<file path="src/rtl/vector_angle_approximator_top_macros.svh">
// assertion macros for the vector angle approximator
// used by vector_angle_approximator_top; expects clock and reset in scope
`ifndef VECTOR_ANGLE_APPROXIMATOR_TOP_MACROS_SVH
`define VECTOR_ANGLE_APPROXIMATOR_TOP_MACROS_SVH
`ifndef ASSERT_OFF
`define VAA_ASSERT_NOW(label, ante, cons, msg) \
   label: assert property (@(posedge clock) disable iff (reset) (ante) |-> (cons)) \
      else $error(msg);
`define VAA_ASSERT_NEXT(label, ante, cons, msg) \
   label: assert property (@(posedge clock) disable iff (reset) (ante) |=> (cons)) \
      else $error(msg);
`else
`define VAA_ASSERT_NOW(label, ante, cons, msg)
`define VAA_ASSERT_NEXT(label, ante, cons, msg)
`endif
`endif

</file>
<file path="src/rtl/vaa_pkg.sv">
// shared types and constants of the vector angle approximator
// no dependencies
package vaa_pkg;

   localparam int ANGLE_BITS = 20;
   localparam int DIV_STEPS  = 2;
   localparam logic [63:0] PI_Q60 = 64'h3243F6A8885A308D;

   typedef struct packed {
      logic dx_zero;
      logic dx_neg;
      logic dy_zero;
      logic dy_neg;
      logic sat;
   } flags_type;

endpackage

</file>
<file path="src/rtl/vaa_div.sv">
// pipelined restoring dividers for slope and inverse slope, two quotient bits per stage
// depends on vaa_pkg
module vaa_div #(
   parameter int COORD_BITS = 20,
   parameter int FRAC_BITS  = 16
) (
   input  logic                    clock,
   input  logic                    reset,
   input  logic                    in_valid,
   output logic                    in_ready,
   input  logic [COORD_BITS-1:0]   in_adx,
   input  logic [COORD_BITS-1:0]   in_ady,
   input  vaa_pkg::flags_type      in_flags,
   output logic                    out_valid,
   input  logic                    out_ready,
   output logic [FRAC_BITS+1:0]    out_t,
   output logic [FRAC_BITS+1:0]    out_u,
   output vaa_pkg::flags_type      out_flags
);

   localparam int MW  = COORD_BITS;
   localparam int QB  = FRAC_BITS + 2;
   localparam int RQW = MW + QB;
   localparam int NST = (QB + vaa_pkg::DIV_STEPS - 1) / vaa_pkg::DIV_STEPS;

   logic [NST-1:0]     v_ff;
   logic [NST:0]       rdy;
   logic [RQW-1:0]     rqt_ff [NST];
   logic [RQW-1:0]     rqu_ff [NST];
   logic [MW-1:0]      adx_ff [NST-1];
   logic [MW-1:0]      ady_ff [NST-1];
   vaa_pkg::flags_type fl_ff  [NST];

   // one restoring step on {remainder, quotient}
   function automatic logic [RQW-1:0] div_step(input logic [RQW-1:0] rq,
                                               input logic [MW-1:0]  d);
      logic [MW:0]    sh;
      logic [MW+1:0]  diff;
      logic [RQW-1:0] res;
      sh   = rq[RQW-1:QB-1];
      diff = {1'b0, sh} - {2'b00, d};
      if (diff[MW+1]) begin
         res = {sh[MW-1:0], rq[QB-2:0], 1'b0};
      end else begin
         res = {diff[MW-1:0], rq[QB-2:0], 1'b1};
      end
      return res;
   endfunction

   assign rdy[NST] = out_ready;
   assign in_ready = rdy[0];

   for (genvar s = 0; s < NST; s++) begin : g_stage
      logic               v_src;
      logic [RQW-1:0]     rqt_src, rqu_src, rqt_in, rqu_in;
      logic [MW-1:0]      adx_src, ady_src;
      vaa_pkg::flags_type fl_src;

      if (s == 0) begin : g_first
         assign v_src   = in_valid;
         assign adx_src = in_adx;
         assign ady_src = in_ady;
         assign fl_src  = in_flags;
         assign rqt_src = {2'b00, in_ady, {FRAC_BITS{1'b0}}};
         assign rqu_src = {2'b00, in_adx, {FRAC_BITS{1'b0}}};
      end else begin : g_next
         assign v_src   = v_ff[s-1];
         assign adx_src = adx_ff[s-1];
         assign ady_src = ady_ff[s-1];
         assign fl_src  = fl_ff[s-1];
         assign rqt_src = rqt_ff[s-1];
         assign rqu_src = rqu_ff[s-1];
      end

      assign rdy[s] = !v_ff[s] || rdy[s+1];

      always_comb begin
         rqt_in = rqt_src;
         rqu_in = rqu_src;
         for (int k = 0; k < vaa_pkg::DIV_STEPS; k++) begin
            if (s * vaa_pkg::DIV_STEPS + k < QB) begin
               rqt_in = div_step(rqt_in, adx_src);
               rqu_in = div_step(rqu_in, ady_src);
            end
         end
      end

      always_ff @(posedge clock) begin
         if (reset) begin
            v_ff[s] <= 1'b0;
         end else if (rdy[s]) begin
            v_ff[s] <= v_src;
         end
      end

      always_ff @(posedge clock) begin
         if (rdy[s]) begin
            rqt_ff[s] <= rqt_in;
            rqu_ff[s] <= rqu_in;
            fl_ff[s]  <= fl_src;
         end
      end

      if (s < NST - 1) begin : g_div
         always_ff @(posedge clock) begin
            if (rdy[s]) begin
               adx_ff[s] <= adx_src;
               ady_ff[s] <= ady_src;
            end
         end
      end
   end

   assign out_valid = v_ff[NST-1];
   assign out_t     = rqt_ff[NST-1][QB-1:0];
   assign out_u     = rqu_ff[NST-1][QB-1:0];
   assign out_flags = fl_ff[NST-1];

endmodule

</file>
<file path="config.mk">
export PLATFORM = sky130hd
export DESIGN_NAME = vaa_div
export DESIGN_NICKNAME = d
export VERILOG_FILES = /design/src/rtl/vector_angle_approximator_top_macros.svh /design/src/rtl/vaa_pkg.sv /design/src/rtl/vaa_div.sv
export SDC_FILE = /design/constraint.sdc
export NUM_CORES = 2
export LEC_CHECK = 0
export ABC_AREA = 1
export BUFFER_PORTS_ARGS = -buffer_cell sky130_fd_sc_hd__buf_2
export CAP_MARGIN = 20
export CORE_MARGIN = 1
export CORE_UTILIZATION = 50
export DETAILED_ROUTE_END_ITERATION = 8
export GPL_ROUTABILITY_DRIVEN = 1
export PLACE_DENSITY_LB_ADDON = 0.05
export SKIP_LAST_GASP = 1
export SLEW_MARGIN = 20
export SYNTH_ARGS = -nofsm -noshare
export SYNTH_HDL_FRONTEND = slang
export SYNTH_SLANG_ARGS = --single-unit
</file>
<file path="constraint.sdc">
create_clock -name clock -period 30.9 [get_ports clock]
set_input_delay 6.18 -clock clock [delete_from_list [all_inputs] [get_ports clock]]
set_output_delay 6.18 -clock clock [all_outputs]
set_load 0.01 [all_outputs]
</file>
==> results.cfg <==
[run_status]
outcome = complete, no violations

[placed_design]
dp_hpwl_mm = 192
finalWeightedCongestion = 0.969
io_buffers = 91

[logic_synthesis]
avgSynthCellArea_um2 = 7.21
synth-seq-cells = 874
yosys.cell_types.count = 53
synth_nets = 11400
seq_area_frac_synth = 0.342
syn_inst = 10600
ys_warn_count = 0
ys_async_sr_fraction = 0
synth_edf_count = 865
synth_ff_type = edfxtp_1
synthesis.area_um2 = 76500

[sta]
tightest_slew_ps = 1030
final.min_clock_period_ps = 15700
fmax_ghz = 0.0637
slew_violations = 0
skew_ps = 34.6
finalCritPeriodShare = 0.508
rsz0062_at_grt = no
setup-violations-final = 0
fin_setup_tns_ps = 0
hold_viol = 0
relSlewSlack = 0.313

[critical_path]
path_max_fanout = 49
critPathKind = in -> out
cp-end-kind = output pin
slowest_delay_ps = 620
critPathBufInv = 3
worstPathRequired_ps = 24720
crit_cells = 10
startpoint_type = primary input
cp_top_family = simple AND/OR/NAND/NOR gates
worstPathCellList = buf_2, inv_1, nand2_4, nor2_1, nand4_1, nor2_1, nand2_4, nor2_1, nand2_4, buf_2
crit_arrival_ps = 9520
slowest_stage = nor2_1
worstRegToRegCells = 22

[global_route]
antenna_found_initial = 6
grt_pass1_vias = 65300
track_usage = 0.302
overflow = 0
grt_max_degree = 64
grt_pass1_wl_mm = 362

[clocking]
cts_resized = 0
htreeDepth = 3
root_buffer = clkbuf_16
numCtsBuffers = 98
path_clk_slew_ps = 60
cts_sinks = 874
cts_max_path_buffers = 3
holdBufCountCts = 0
clock_latency_ps = 730
cts_tree = built
cts_setup_buffers = 0

[cells_and_area]
layout-drive-gt1-share = 0.0550
fillCellCount = 14800
n_antenna_cell = 0
layout_common_cells = nand2_1, inv_1, edfxtp_1
layout_commonest_cell = nand2_1
nets = 11400
area.growth.synth_to_final_pct = 7.21

[floorplanning]
die_h_um = 393
rows = 143
initial_utilization = 0.504
io-pin-count = 92
dieArea_um2 = 155000
fp.coreArea_um2 = 152000
die_w_um = 393

[worst_hold_path]
worstHoldPathType = reg -> reg
hold_depth = 0

[route]
drtIter0Drc = 5120
first_pass_iters = 6
wl_per_cell_um = 18.5
totalWireLength_mm = 237
route.detailed.drc = 0
drt-vias-per-instance = 5.40
vias = 69100
ant_nets = 0

[flow_run]
cap_viol_max_count = 0
==> flip-flops by register name, summed over array words and instances, names as in the netlist <==
signal and cells:
ady_ff 160, rqt_ff 250, g_stage.v_src 8, fl_ff 45, rqu_ff 250, adx_ff 160
out_valid 1
==> per-stage QoR <==
stage          worst slack [ps]  cells  hold slack, ps  utilization  instance area (um^2)
6_report                  15200  12800             410        0.540                 82100
4_1_cts                   15110  12800             415        0.540                 82100
3_5_place_dp              15120  12600             405        0.518                 78700
5_1_grt                   14910  12800             418        0.540                 82100
2_1_floorplan              9370  10600             400            -                 76500
3_3_place_gp              15110  12600             400        0.518                 78700
==> per-layer routing <==
layer | GRT usage | wire [um]
met1 | 0.396 | 106000
met2 | 0.512 | 111000
met3 | 0.0279 | 11400
met4 | 0.115 | 9160
met5 | 0 | 37
==> cell families after synthesis <==
kind of cell	Yosys count	synth area share
simple gates	5746	0.317
fa+ha+maj	706	0.117
xor+xnor	375	0.0429
compound gates	1268	0.0936
buf+inv	1641	0.0873
flops	874	0.342
==> worst register-to-register path: stages, from the launching register on <==
cell	delay, ps
edfxtp_1	420
inv_1	210
ha_1	350
nand2_1	160
inv_1	80
nand2_1	60
nand2_1	80
a21oi_1	250
nand3_2	640
inv_2	480
nand2_1	80
and2_1	210
inv_1	70
ha_1	270
a21oi_1	210
nand2_1	110
nand2_1	90
nand2_1	60
nand2_1	50
nand3_1	110
a21oi_1	790
nand3_2	810
o21ai_2	480
==> cells in the mapped netlist, types with 31 or more instances <==
library cell / instances / area [um^2]
nand2_1: 3818 / 14300
inv_1: 1463 / 5490
edfxtp_1: 865 / 26000
ha_1: 686 / 8580
nor2_1: 666 / 2500
nand3_1: 643 / 3220
a21oi_1: 606 / 3030
o21ai_0: 322 / 1610
xor2_1: 235 / 2060
nand4_1: 200 / 1250
xnor2_1: 140 / 1230
nand3b_1: 108 / 811
o21bai_1: 89 / 668
nor3_1: 76 / 380
or2_2: 76 / 475
o21ai_2: 70 / 613
buf_4: 51 / 383
o21ai_1: 48 / 240
inv_2: 40 / 150
buf_2: 39 / 195
buf_6: 33 / 372
a21o_1: 31 / 233
nand3_2: 31 / 310
==> final timing paths <==
kind	start	end	slack, ps
worst min register to register	rqt_ff[0][197]$_DFFE_PP_	rqt_ff[0][237]$_DFFE_PP_	410
worst max register to register	adx_ff[1][36]$_DFFE_PP_	rqt_ff[0][248]$_DFFE_PP_	24650
worst max-delay path	out_ready	in_ready	15200
worst min-delay path	rqt_ff[0][197]$_DFFE_PP_	rqt_ff[0][237]$_DFFE_PP_	410
==> area by class of cell <==
type	count	area (um^2)	share of cell area
sequential	874	26200	0.319
tap	2030	2540	0.0310
clock inverter	62	779	0.00950
multi-input combinational	8095	43800	0.533
clock buffer	120	2560	0.0313
inverter	1512	5700	0.0694
timing repair buffer	106	568	0.00692
Power is not shown: default switching activity piles up to over one toggle a cycle in this logic, so the estimate is an artifact.
