[src/rtl/vector_angle_approximator_top_macros.svh]
// assertion macros for the vector angle approximator
// used by vector_angle_approximator_top; expects clock and reset in scope
`ifndef VECTOR_ANGLE_APPROXIMATOR_TOP_MACROS_SVH
`define VECTOR_ANGLE_APPROXIMATOR_TOP_MACROS_SVH
`ifndef ASSERT_OFF
`define VAA_ASSERT_NOW(label, ante, cons, msg) \
   label: assert property (@(posedge clock) disable iff (reset) (ante) |-> (cons)) \
      else $error(msg);
`define VAA_ASSERT_NEXT(label, ante, cons, msg) \
   label: assert property (@(posedge clock) disable iff (reset) (ante) |=> (cons)) \
      else $error(msg);
`else
`define VAA_ASSERT_NOW(label, ante, cons, msg)
`define VAA_ASSERT_NEXT(label, ante, cons, msg)
`endif
`endif

[src/rtl/vaa_pkg.sv]
// shared types and constants of the vector angle approximator
// no dependencies
package vaa_pkg;

   localparam int ANGLE_BITS = 20;
   localparam int DIV_STEPS  = 2;
   localparam logic [63:0] PI_Q60 = 64'h3243F6A8885A308D;

   typedef struct packed {
      logic dx_zero;
      logic dx_neg;
      logic dy_zero;
      logic dy_neg;
      logic sat;
   } flags_type;

endpackage

[src/rtl/vaa_prep.sv]
// front stages: coordinate differences, magnitudes, sign flags, slope saturation
// depends on vaa_pkg
module vaa_prep #(
   parameter int COORD_BITS = 20
) (
   input  logic                         clock,
   input  logic                         reset,
   input  logic                         in_valid,
   output logic                         in_ready,
   input  logic signed [COORD_BITS-1:0] point_x,
   input  logic signed [COORD_BITS-1:0] center_x,
   input  logic signed [COORD_BITS-1:0] point_y,
   input  logic signed [COORD_BITS-1:0] center_y,
   output logic                         out_valid,
   input  logic                         out_ready,
   output logic [COORD_BITS-1:0]        out_adx,
   output logic [COORD_BITS-1:0]        out_ady,
   output vaa_pkg::flags_type           out_flags
);

   localparam int CB = COORD_BITS;

   logic            v1_ff, v2_ff;
   logic            rdy1, rdy2;
   logic [CB:0]     dx_in, dy_in, dx_ff, dy_ff;
   logic [CB:0]     ndx, ndy;
   logic [CB-1:0]   adx_in, ady_in, adx_ff, ady_ff;
   logic [CB+1:0]   adx4, ady_ext;
   vaa_pkg::flags_type fl_in, fl_ff;

   assign rdy2     = !v2_ff || out_ready;
   assign rdy1     = !v1_ff || rdy2;
   assign in_ready = rdy1;

   // stage 1: exact differences
   assign dx_in = {center_x[CB-1], center_x} - {point_x[CB-1], point_x};
   assign dy_in = {center_y[CB-1], center_y} - {point_y[CB-1], point_y};

   // stage 2: magnitudes and flags
   always_comb begin
      ndx     = -dx_ff;
      ndy     = -dy_ff;
      adx_in  = dx_ff[CB] ? ndx[CB-1:0] : dx_ff[CB-1:0];
      ady_in  = dy_ff[CB] ? ndy[CB-1:0] : dy_ff[CB-1:0];
      adx4    = {adx_in, 2'b00};
      ady_ext = {2'b00, ady_in};
      fl_in.dx_zero = (dx_ff == '0);
      fl_in.dx_neg  = dx_ff[CB];
      fl_in.dy_zero = (dy_ff == '0);
      fl_in.dy_neg  = dy_ff[CB];
      fl_in.sat     = (ady_ext >= adx4);
   end

   always_ff @(posedge clock) begin
      if (reset) begin
         v1_ff <= 1'b0;
         v2_ff <= 1'b0;
      end else begin
         if (rdy1) begin
            v1_ff <= in_valid;
         end
         if (rdy2) begin
            v2_ff <= v1_ff;
         end
      end
   end

   always_ff @(posedge clock) begin
      if (rdy1) begin
         dx_ff <= dx_in;
         dy_ff <= dy_in;
      end
      if (rdy2) begin
         adx_ff <= adx_in;
         ady_ff <= ady_in;
         fl_ff  <= fl_in;
      end
   end

   assign out_valid = v2_ff;
   assign out_adx   = adx_ff;
   assign out_ady   = ady_ff;
   assign out_flags = fl_ff;

endmodule

[config.mk]
export PLATFORM = sky130hd
export DESIGN_NAME = vaa_prep
export DESIGN_NICKNAME = d
export VERILOG_FILES = /design/src/rtl/vector_angle_approximator_top_macros.svh /design/src/rtl/vaa_pkg.sv /design/src/rtl/vaa_prep.sv
export SDC_FILE = /design/constraint.sdc
export NUM_CORES = 1
export LEC_CHECK = 0
export BUFFER_PORTS_ARGS = -buffer_cell sky130_fd_sc_hd__buf_2
export CAP_MARGIN = 20
export CELL_PAD_IN_SITES_DETAIL_PLACEMENT = 0
export CELL_PAD_IN_SITES_GLOBAL_PLACEMENT = 1
export CORE_UTILIZATION = 47
export CTS_BUF_LIST = sky130_fd_sc_hd__clkbuf_8
export DETAILED_ROUTE_END_ITERATION = 10
export PLACE_DENSITY_LB_ADDON = 0.1
export SETUP_SLACK_MARGIN = 0.2
export SLEW_MARGIN = 10
export SYNTH_ARGS = -nofsm -noshare
export SYNTH_HDL_FRONTEND = slang
export SYNTH_SLANG_ARGS = --single-unit
export TNS_END_PERCENT = 10
[constraint.sdc]
create_clock -name clock -period 4.84 [get_ports clock]
set_clock_uncertainty 0.2 [all_clocks]
set_input_delay 0.242 -clock clock [delete_from_list [all_inputs] [get_ports clock]]
set_output_delay 0.242 -clock clock [all_outputs]
set_load 0.01 [all_outputs]
==> key figures <==
GRT
  • Initial antenna violation count: 0
  • Tot GR Track Use: 0.197
  • Pin count of the biggest net entering global routing: between 40 and 50
  • Vias in the first global route: around 4,300
  • First-pass GRT wire length: ~20,000 um
  • Gr ovfl total: 0

Power
  • Switching power total: 0.896 mW
  • VDD IR max: around 130 uV
  • Clk network pwr share: 0.179
  • Pwr dens: 368 nW/um^2
  • Pint: 1.75 mW
  • Part of the power in registers: 0.466
  • Sw Ratio: 0.338
  • Combinational share of power: 0.356
  • Leak pwr: roughly 3.2 nW

CTS
  • Post_cts resized: 0
  • CTS tree: built
  • Post-CTS setup buffer count: 0
  • Clock buffer depth: 2
  • CTS hold repair buffers: 2
  • Root cell of the clock tree: clkbuf_8
  • H-Tree Depth: 3
  • Clock sinks: between 80 and 90
  • Number of CTS-inserted buffers: 9
  • Worst-skew pair later-pin latency: roughly 0.36 ns
  • Clock transition at path regs: 0.08 ns

Die
  • Initial Util: 0.484
  • Ports: 131
  • Die Span Y: about 120 um
  • # rows: between 40 and 50
  • Die width: approximately 120 um
  • Total core area: between 10,000 and 15,000 um^2
  • DIE AREA: ~14,000 um^2

Route
  • ANT nets after route: 0
  • Total wire length: between 10,000 and 15,000 um
  • Detailed-route via count: a little under 5,000
  • Via/cell ratio: around 5.2
  • Initial DRT Pass Iterations: 5
  • DRT iter0 DRCs: around 250
  • Routed wire per std cell: about 14 um
  • Residual DRC: 0

Timing
  • Worst rel slew slack: 0.469
  • Setup_tns: 0 ns
  • Slew Limit Fails: 0
  • Fmax achieved: 277 MHz
  • Final setup viols: 0
  • Final period utilization: 0.745
  • RSZ-0062 raised after global routing: no
  • Final min period: 3.60 ns
  • Final hold vios: 0
  • Worst-margin pin slew: approximately 0.79 ns

Yosys
  • Synth area leader: edfxtp_1
  • Gate Count Post-Synth: ~600
  • Yosys reg bits: approximately 90
  • Async SR Flop Fraction: 0
  • Post-synthesis area per instance: 10.0 um^2
  • Library cells used by synthesis: 52
  • EDFF count, synth: 87
  • Synth area leaders: edfxtp_1 43%, ha_1 12%, xnor2_1 7.4%
  • Synthesized area: 6140 um^2
  • Yosys warns: 0
  • Predominant post-synthesis flop cell: edfxtp_1
  • Syn nets: ~760
  • Yosys top cell area share: 0.426
  • Sequential area share after synthesis: 0.432

Setup path
  • Critical path class: register to register
  • CP startpoint kind: register
  • Critical Path AT: between 3 and 4 ns
  • Crit path from: dx_ff[0]
  • CP Capture Type: register
  • Crit path top cell by count: ha_1
  • Worst R2R Setup Slack: 1.24 ns
  • R2r startpoint: dx_ff[0]
  • Req. time, crit path: about 4.7 ns
  • Slowest stage delay, CP: about 0.46 ns
  • CP delay by family, top: simple AND/OR/NAND/NOR gates
  • CP Cell Sequence: inv_1 -> ha_1 -> or4b_1 -> nor3_1 -> nand2_1 -> o41ai_1 -> xor2_1 -> ha_1 -> a21o_1 -> a21oi_1 -> and2b_2 -> o21ai_0 -> a311oi_1
  • WP buf/inv: 1
  • CP max stage cell: or4b_1
  • Crit-path max FO: 5
  • Reg2Reg Depth: 13
  • Reg-to-Reg End: out_flags[0]

Outcome
  • Outcome: finished clean

Place
  • HPWL after DPL: 10,500 um
  • DP Area: approximately 7000 um^2
  • Gpl congestion: 0.887
  • Input/output buffers: 130

Min path
  • Hold Crit Class: primary input to register
  • Hold depth: 4
  • Hold EP: out_valid
  • Hold wc startpoint: out_ready

Layout
  • N_diodes: 0
  • Multi-input logic area: 3150 um^2
  • Area grow syn2layout: 17.2%
  • # fillers: 1,169
  • Layout cells sized above 1: 0.206
  • Layout Nets: about 890
  • Post-Layout Inst Area: 7200 um^2
  • Reg area: between 2000 and 3000 um^2

Job
  • Max_cap viols: 0
==> routing by layer <==
metal  routed length [um]  part of all wire  track usage
met1                 6270              0.49        0.281
met3                  648             0.051       0.0343
met4                   85            0.0066       0.0385
met2                 5790              0.45        0.317
met5                    0                 0            0
==> cell usage in the layout, fill, tap and decap left out, types with 7 or more instances in the layout <==
| cell | n |
|---|---|
| buf_2 | 130 |
| edfxtp_1 | 87 |
| inv_1 | 78 |
| ha_1 | 60 |
| xnor2_1 | 52 |
| a21oi_1 | 45 |
| nand2_1 | 41 |
| nor2_1 | 38 |
| o21ai_0 | 38 |
| nand2b_1 | 15 |
| xor2_1 | 12 |
| o31ai_1 | 10 |
| o211ai_1 | 9 |
| clkbuf_8 | 9 |
| a211oi_1 | 8 |
| or3_1 | 8 |
| nor2b_1 | 7 |
| nor3_1 | 7 |
| a21o_1 | 7 |
==> worst min-delay path: stages <==
cell and delay [ns]:
buf_2 0.08, nor2b_1 0.07, nor2_1 0.09, nor2_1 0.05
==> Yosys cell counts, drive strengths merged, types with 3 or more instances <==
cell,instances
edfxtp,87
inv,78
ha,60
xnor2,52
a21oi,45
nand2,42
nor2,38
o21ai,38
nand2b,15
xor2,12
o31ai,11
clkbuf,9
o211ai,9
a211oi,8
or3,8
a21o,7
nor2b,7
nor3,7
nor4,7
mux2i,6
nand3,6
nand4,6
o21a,6
o41ai,6
and2,5
nand4b,3
or4,3
==> kinds of logic after synthesis <==
family	after synthesis	synth area share
adder cells (fa/ha/maj)	62	0.129
buffers and inverters	88	0.0548
AND/OR/NAND/NOR	156	0.130
XOR/XNOR	64	0.0913
AO/OA/AOI/OAI	146	0.151
multiplexers	7	0.0116
flip-flops	89	0.432
==> state kept, by name, summed over array words and instances (netlist names) <==
| register | flops |
|---|---|
| dx_ff | 21 |
| dy_ff | 21 |
| out_adx | 20 |
| out_ady | 20 |
| out_flags | 5 |
| out_valid | 1 |
| v1_ff | 1 |
==> metrics by stage <==
stage,setup slack [ns],hold WS [ns],util,power (mW),cells
detailed placement,1.25,0.222,0.550,2.20,905
global placement,1.35,0.217,0.550,2.18,905
finish,1.24,0.0286,0.568,2.65,924
floorplan,1.56,0.114,-,1.85,612
global route,0.850,0.0175,0.568,2.85,924
CTS,1.22,0.0110,0.566,2.68,923
==> worst max-delay path by stage <==
| stage | end | depth (start not counted) | slack (ns) |
|---|---|---|---|
| 2_1_floorplan | out_flags[0] | 13 | 1.56 |
| 3_3_place_gp | out_flags[0] | 13 | 1.35 |
| 3_5_place_dp | out_flags[0] | 13 | 1.25 |
| 4_1_cts | out_flags[0] | 13 | 1.22 |
| 5_1_grt | out_flags[0] | 13 | 0.85 |
| 6_report | out_flags[0] | 13 | 1.24 |
==> power by group through the flow <==
stage	sequential, mW	clock, mW	combinational [mW]
floorplan	1.28	0	0.578
global placement	1.25	0	0.933
detailed placement	1.25	0	0.948
CTS	1.24	0.488	0.953
global route	1.26	0.519	1.07
finish	1.23	0.473	0.942
==> final cells by class <==
cell class / instances / area share
Multi-Input combinational cell: 435 / 0.438
Sequential cell: 89 / 0.369
Timing Repair Buffer: 134 / 0.0970
Inverter: 78 / 0.0407
Tap cell: 172 / 0.0299
Clock buffer: 9 / 0.0172
Clock inverter: 7 / 0.00869
(Power assumes the default switching activity.)
