--- src/rtl/vector_angle_approximator_top_macros.svh ---
// assertion macros for the vector angle approximator
// used by vector_angle_approximator_top; expects clock and reset in scope
`ifndef VECTOR_ANGLE_APPROXIMATOR_TOP_MACROS_SVH
`define VECTOR_ANGLE_APPROXIMATOR_TOP_MACROS_SVH
`ifndef ASSERT_OFF
`define VAA_ASSERT_NOW(label, ante, cons, msg) \
   label: assert property (@(posedge clock) disable iff (reset) (ante) |-> (cons)) \
      else $error(msg);
`define VAA_ASSERT_NEXT(label, ante, cons, msg) \
   label: assert property (@(posedge clock) disable iff (reset) (ante) |=> (cons)) \
      else $error(msg);
`else
`define VAA_ASSERT_NOW(label, ante, cons, msg)
`define VAA_ASSERT_NEXT(label, ante, cons, msg)
`endif
`endif

--- src/rtl/vaa_pkg.sv ---
// shared types and constants of the vector angle approximator
// no dependencies
package vaa_pkg;

   localparam int ANGLE_BITS = 20;
   localparam int DIV_STEPS  = 2;
   localparam logic [63:0] PI_Q60 = 64'h3243F6A8885A308D;

   typedef struct packed {
      logic dx_zero;
      logic dx_neg;
      logic dy_zero;
      logic dy_neg;
      logic sat;
   } flags_type;

endpackage

--- src/rtl/vaa_post.sv ---
// back stages: both arctangent approximations, quadrant fixup, output register
// depends on vaa_pkg
module vaa_post #(
   parameter int FRAC_BITS = 16
) (
   input  logic                           clock,
   input  logic                           reset,
   input  logic                           in_valid,
   output logic                           in_ready,
   input  logic [FRAC_BITS+1:0]           in_t,
   input  logic [FRAC_BITS+1:0]           in_u,
   input  vaa_pkg::flags_type             in_flags,
   output logic                           out_valid,
   input  logic                           out_ready,
   output logic [vaa_pkg::ANGLE_BITS-1:0] out_angle
);

   localparam int F    = FRAC_BITS;
   localparam int QB   = F + 2;
   localparam int CW   = F + 3;
   localparam int PW   = F + 3;
   localparam int KW   = PW - 2;
   localparam int S2   = F + 1;
   localparam int UKW  = F + S2;
   localparam int PRW  = QB + CW;
   localparam int PKW  = PW + KW;
   localparam int MGW  = 2 * F + 2;
   localparam int XW   = PW + 7;
   localparam int R5W  = F + 3;
   localparam int MAGW = F + 1;
   localparam int AB   = vaa_pkg::ANGLE_BITS;
   localparam int RW   = (F + 4 > AB) ? F + 4 : AB;

   localparam logic [63:0] KNEE64  = (64'd197692 << F) / 64'd100000;
   localparam logic [63:0] C434_64 = (64'd434 << F) / 64'd100;
   localparam logic [63:0] K64     = (64'd100 << PW) / 64'd427;
   localparam logic [63:0] K2_64   = (64'd3 << S2) / 64'd5;
   localparam logic [63:0] HP64    = vaa_pkg::PI_Q60 >> (61 - F);
   localparam logic [63:0] PI64    = vaa_pkg::PI_Q60 >> (60 - F);
   localparam logic [65:0] THR66   = ({2'b00, vaa_pkg::PI_Q60} * 66'd3) >> (61 - F);

   localparam logic [QB-1:0]  T_SAT = {QB{1'b1}};
   localparam logic [QB-1:0]  KNEE  = KNEE64[QB-1:0];
   localparam logic [CW-1:0]  C434  = C434_64[CW-1:0];
   localparam logic [KW-1:0]  KC    = K64[KW-1:0];
   localparam logic [S2-1:0]  K2C   = K2_64[S2-1:0];
   localparam logic [F:0]     HP    = HP64[F:0];
   localparam logic [RW-1:0]  HP_R  = HP64[RW-1:0];
   localparam logic [RW-1:0]  PI_R  = PI64[RW-1:0];
   localparam logic [RW-1:0]  THR_R = THR66[RW-1:0];

   logic [4:0] v_ff;
   logic [5:0] rdy;

   logic [QB-1:0]  t_eff, t1_ff;
   logic [CW-1:0]  d1_in, d1_ff;
   logic           low1_in, low1_ff, low2_ff, low3_ff;
   logic [F-1:0]   u1_ff;
   logic [UKW-1:0] uk1_in, uk1_ff;
   logic [PRW-1:0] prod2_in, prod2_ff;
   logic [F-1:0]   q5;
   logic [R5W-1:0] r5;
   logic [F-1:0]   v5;
   logic [F:0]     m2_in, m2_ff;
   logic [PW-1:0]  p3_in, p3_ff;
   logic [PKW-1:0] pk3_in, pk3_ff;
   logic [MGW-1:0] mg3_in, mg3_ff;
   logic [KW-1:0]  q0;
   logic [XW-1:0]  r4;
   logic [MAGW-1:0] maglo, maghi, mag4_in, mag4_ff;
   logic [RW-1:0]  mext, sm, res;
   logic           neg;
   logic [AB-1:0]  angle_ff;
   vaa_pkg::flags_type fl1_ff, fl2_ff, fl3_ff, fl4_ff;

   assign rdy[5]   = out_ready;
   assign in_ready = rdy[0];
   for (genvar i = 0; i < 5; i++) begin : g_rdy
      assign rdy[i] = !v_ff[i] || rdy[i+1];
   end

   always_ff @(posedge clock) begin
      if (reset) begin
         v_ff <= '0;
      end else begin
         if (rdy[0]) v_ff[0] <= in_valid;
         if (rdy[1]) v_ff[1] <= v_ff[0];
         if (rdy[2]) v_ff[2] <= v_ff[1];
         if (rdy[3]) v_ff[3] <= v_ff[2];
         if (rdy[4]) v_ff[4] <= v_ff[3];
      end
   end

   // stage 1: saturate slope, knee test, inverse slope times 3/5 reciprocal
   always_comb begin
      t_eff   = in_flags.sat ? T_SAT : in_t;
      low1_in = (t_eff < KNEE);
      d1_in   = C434 - CW'(t_eff);
      uk1_in  = UKW'(in_u[F-1:0]) * UKW'(K2C);
   end

   // stage 2: polynomial product, 3u/5 correction, 1 - 0.6u
   always_comb begin
      prod2_in = PRW'(t1_ff) * PRW'(d1_ff);
      q5       = uk1_ff[UKW-1:S2];
      r5       = (R5W'(u1_ff) * R5W'(3)) - (R5W'(q5) * R5W'(5));
      v5       = q5 + F'(r5 >= R5W'(5));
      m2_in    = {1'b1, {F{1'b0}}} - {1'b0, v5};
   end

   // stage 3: scale by 100/427 reciprocal, scale by pi/2
   always_comb begin
      p3_in  = prod2_ff[F+PW-1:F];
      pk3_in = PKW'(p3_in) * PKW'(KC);
      mg3_in = MGW'(m2_ff) * MGW'(HP);
   end

   // stage 4: quotient correction and branch select
   always_comb begin
      q0      = pk3_ff[PKW-1:PW];
      r4      = (XW'(p3_ff) * XW'(100)) - (XW'(q0) * XW'(427));
      maglo   = q0 + KW'(r4 >= XW'(427));
      maghi   = mg3_ff[2*F:F];
      mag4_in = low3_ff ? maglo : maghi;
   end

   // stage 5: sign and quadrant
   always_comb begin
      neg  = !fl4_ff.dy_zero && (fl4_ff.dx_neg != fl4_ff.dy_neg);
      mext = RW'(mag4_ff);
      sm   = neg ? (RW'(0) - mext) : mext;
      if (fl4_ff.dx_zero) begin
         res = (!fl4_ff.dy_zero && !fl4_ff.dy_neg) ? HP_R : THR_R;
      end else begin
         res = fl4_ff.dx_neg ? (sm + PI_R) : sm;
      end
   end

   always_ff @(posedge clock) begin
      if (rdy[0]) begin
         t1_ff   <= t_eff;
         d1_ff   <= d1_in;
         low1_ff <= low1_in;
         u1_ff   <= in_u[F-1:0];
         uk1_ff  <= uk1_in;
         fl1_ff  <= in_flags;
      end
      if (rdy[1]) begin
         prod2_ff <= prod2_in;
         m2_ff    <= m2_in;
         low2_ff  <= low1_ff;
         fl2_ff   <= fl1_ff;
      end
      if (rdy[2]) begin
         p3_ff   <= p3_in;
         pk3_ff  <= pk3_in;
         mg3_ff  <= mg3_in;
         low3_ff <= low2_ff;
         fl3_ff  <= fl2_ff;
      end
      if (rdy[3]) begin
         mag4_ff <= mag4_in;
         fl4_ff  <= fl3_ff;
      end
      if (rdy[4]) begin
         angle_ff <= res[AB-1:0];
      end
   end

   assign out_valid = v_ff[4];
   assign out_angle = angle_ff;

endmodule
--- config.mk ---
export PLATFORM = sky130hd
export DESIGN_NAME = vaa_post
export DESIGN_NICKNAME = d
export VERILOG_FILES = /design/src/rtl/vector_angle_approximator_top_macros.svh /design/src/rtl/vaa_pkg.sv /design/src/rtl/vaa_post.sv
export SDC_FILE = /design/constraint.sdc
export NUM_CORES = 2
export LEC_CHECK = 0
export BUFFER_PORTS_ARGS = -buffer_cell sky130_fd_sc_hd__buf_2
export CORE_MARGIN = 4
export CORE_UTILIZATION = 35
export DETAILED_ROUTE_END_ITERATION = 10
export GPL_ROUTABILITY_DRIVEN = 0
export PLACE_DENSITY = 0.56
export SETUP_SLACK_MARGIN = 0.4
export SYNTH_ARGS = -nofsm -noshare
export SYNTH_HDL_FRONTEND = slang
export SYNTH_SLANG_ARGS = --single-unit
--- constraint.sdc ---
create_clock -name clock -period 9.8 [get_ports clock]
set_input_delay 1.47 -clock clock [delete_from_list [all_inputs] [get_ports clock]]
set_output_delay 1.47 -clock clock [all_outputs]
set_load 0.05 [all_outputs]
==> impl_metrics.yaml <==
outcome:
  status: "finished clean"
worst_setup_path:
  cp-end-kind: "flip-flop"
  cp_slowest_cell: "a2111oi_1"
  timing.rr.start: "p3_ff[2]"
  reg2reg_depth: 32
  worstPathArrival_ns: 8.96
  worstSetupPathType: "reg2reg"
  crit_fanout: 5
  start_kind: "flip-flop"
  crit_start: "p3_ff[2]"
  endpoint: "mag4_ff[14]"
  reg2reg_to: "mag4_ff[14]"
  cp.depth: 32
  regToRegSetupSlack_ns: 1.18
  crit_path_max_incr_delay_ns: 0.54
  critPathMostFrequentCell: "ha_1"
  critical_path.top_delay_family: "adder cells"
  worst-path-buf-inv: 1
  cp.required_ns: 10.14
clock_network:
  clockBufferDepth: 3
  htreeDepth: 1
  tritoncts.num_buffers: 28
  post_cts_resized: 0
  tritoncts_num_sinks: 218
  clockRootBuffer: "clkbuf_16"
  clk_pin_slew_ns: 0.06
  cts_tree: "done"
  cts_hold_buffers: 0
  post-cts-setup-buffers: 0
  clock_latency_ns: 0.60
timing:
  hold_viol: 0
  finalMaxSlewViolations: 0
  worst-slew-pin-transition_ns: 1.05
  rsz0062_at_grt: "false"
  fin_skew_ns: 0.0248
  clock.fmax_mhz: 116
  fin_setup_tns_ns: 0
  setup_viol: 0
  min_period_over_period_pct: 88.0
  timing.slew.headroom_pct: 29.4
  period_needed_ns: 8.62
drt:
  first_pass_iters: 5
  drc_errors: 0
  wirelength_um: 83800
  final_antenna_net_count: 0
  vias: 25600
  wl_per_cell_um: 15.4
  routed_via_density: 4.70
  drtIter0Drc: 906
synthesis:
  ys_seq_elements: 218
  synth_edf_count: 213
  synth-simple-area-share_pct: 10.6
  synth_top_family_by_area: "adder cells"
  synth_top_flop_cell: "edfxtp_1"
  ys_seq_area_share_pct: 16.5
  postSynthAreaPerCell_um2: 10.0
  synth_cell_types: 84
  async_flop_share_pct: 0
  synth.area.mux_share_pct: 0.340
  syn-instance-count: 3925
  syn_nets: 5234
  synthAdderAreaFrac_pct: 52.4
  syn_area_um2: 39400
  synth_compound_area_share_pct: 6.52
  synth-xor-area-share_pct: 4.08
  ys_warn_count: 0
cells_and_area:
  fin_area_um2: 42300
  drive_gt1_share_pct: 4.24
  final_cell_count_no_fill: 5452
  finalNetCount: 5251
  antenna_cells: 0
  synthToLayoutAreaGrowth_pct: 7.40
  utilization_pct: 38.1
floorplanning:
  die_area_um2: 118000
  io_pins: 67
  die_y_um: 344
  die_w_um: 344
  rows: 122
  core_area_um2: 111000
  initial_core_util_pct: 35.4
min_path:
  hold_class: "reg2reg"
placement:
  io_buffers: 64
  hpwlAfterDp_um: 70300
  dp_cells: 5400
  placed_area_um2: 41300
global_route:
  grt_overflow: 0
  grt_max_degree: 59
  grt_pass1_wl_um: 142000
  antenna_found_initial: 0
  grt_pass1_vias: 27600
  grt.total_usage_pct: 14.9
flow_run:
  drv_cap: 0
==> cells in the mapped netlist, types with 17 or more instances <==
cell | n | area share, %
inv_1 | 923 | 8.8
fa_1 | 645 | 33
ha_1 | 619 | 20
nand2_1 | 304 | 2.9
edfxtp_1 | 213 | 16
and2_1 | 145 | 2.3
nor2_1 | 137 | 1.3
a21oi_1 | 116 | 1.5
xnor2_1 | 110 | 2.4
o21ai_0 | 80 | 1.0
clkbuf_1 | 77 | 0.73
xor2_1 | 72 | 1.6
nand3_1 | 43 | 0.55
nor3_1 | 41 | 0.52
and3_1 | 31 | 0.49
a21o_1 | 30 | 0.57
nand2b_1 | 28 | 0.44
o21a_1 | 28 | 0.53
or2_2 | 26 | 0.41
nor2b_1 | 20 | 0.32
or3_1 | 17 | 0.27
==> sequential cells by signal, indices dropped and copies added (netlist names), 16 cells and up <==
name       cells
out_angle     20
p3_ff         19
prod2_ff      19
d1_ff         18
t1_ff         18
m2_ff         17
mag4_ff       17
mg3_ff        17
pk3_ff        17
u1_ff         16
uk1_ff        16
==> cells in the final DEF, fill, tap and decap left out, types with 12 or more instances in the layout <==
master / count
a21o_1: 30
a21oi_1: 116
nand3_1: 42
a211oi_1: 13
and2_1: 145
or3_1: 17
nor2_1: 137
clkbuf_16: 28
nor2b_1: 20
a31oi_1: 12
nand2_1: 303
o21a_1: 28
buf_2: 64
and3_1: 31
inv_1: 922
nor4_1: 12
o211ai_1: 13
edfxtp_1: 213
fa_1: 645
nand2b_1: 28
ha_1: 619
xnor2_1: 110
nor3_1: 41
or2_2: 26
xor2_1: 72
o21ai_0: 80
==> stage by stage <==
stage / hold WS [ns] / worst slack [ns]
after floorplan: 0.400 / 1.98
after CTS: 0.422 / 0.956
after global placement: 0.404 / 1.01
final: 0.418 / 1.18
after global routing: 0.427 / 0.468
after detailed placement: 0.408 / 1.00
==> worst reg2reg max path, delay by kind of cell (launching register included) <==
family                   cells  cell delay, ns
adder cells (fa/ha/maj)      8            2.76
AO/OA/AOI/OAI               10            2.43
AND/OR/NAND/NOR             10            2.22
flip-flops                   1            0.46
XOR/XNOR                     2            0.34
multiplexers                 1            0.13
buffers and inverters        1            0.04
==> per-layer routing <==
metal | global-route usage [%] | part of all wire [%] | routed length, um | up-vias
li1 | - | - | - | 12500
met1 | 20.2 | 47 | 39300 | 12600
met2 | 25.6 | 47 | 39500 | 370
met3 | 1.85 | 3.8 | 3170 | 98
met4 | 3.04 | 2.2 | 1810 | 0
met5 | 0 | 0 | 0 | -
==> cells by family after synthesis <==
| family | count (synthesis) |
|---|---|
| buffers and inverters | 1006 |
| DFF | 218 |
| muxes | 13 |
| AOI/OAI and AO/OA | 395 |
| and+or+nand+nor | 846 |
| xor gates and xnor gates | 183 |
| adders and majority gates | 1264 |
==> worst min-delay path by stage <==
stage          startpoint        end  slack [ns]  cells after the start
3_3_place_gp      low1_ff    low2_ff        0.40                      0
4_1_cts         fl3_ff[3]  fl4_ff[3]        0.42                      0
5_1_grt         fl1_ff[1]  fl2_ff[1]        0.43                      0
6_report        fl3_ff[3]  fl4_ff[3]        0.42                      0
3_5_place_dp    fl3_ff[3]  fl4_ff[3]        0.41                      0
2_1_floorplan   fl1_ff[1]  fl2_ff[1]        0.40                      0
==> cell type report <==
cell class | instances | area [um2]
clock inverter | 21 | 279
timing repair buffer | 70 | 365
inverter | 923 | 3460
tap | 1488 | 1860
fill | 11000 | 68900
multi-input combinational | 2701 | 29200
sequential | 218 | 6500
clock buffer | 31 | 722
Power is left out: the tool's default activity adds up to more than one toggle a clock period on the data nets, which glitch-free logic cannot reach.
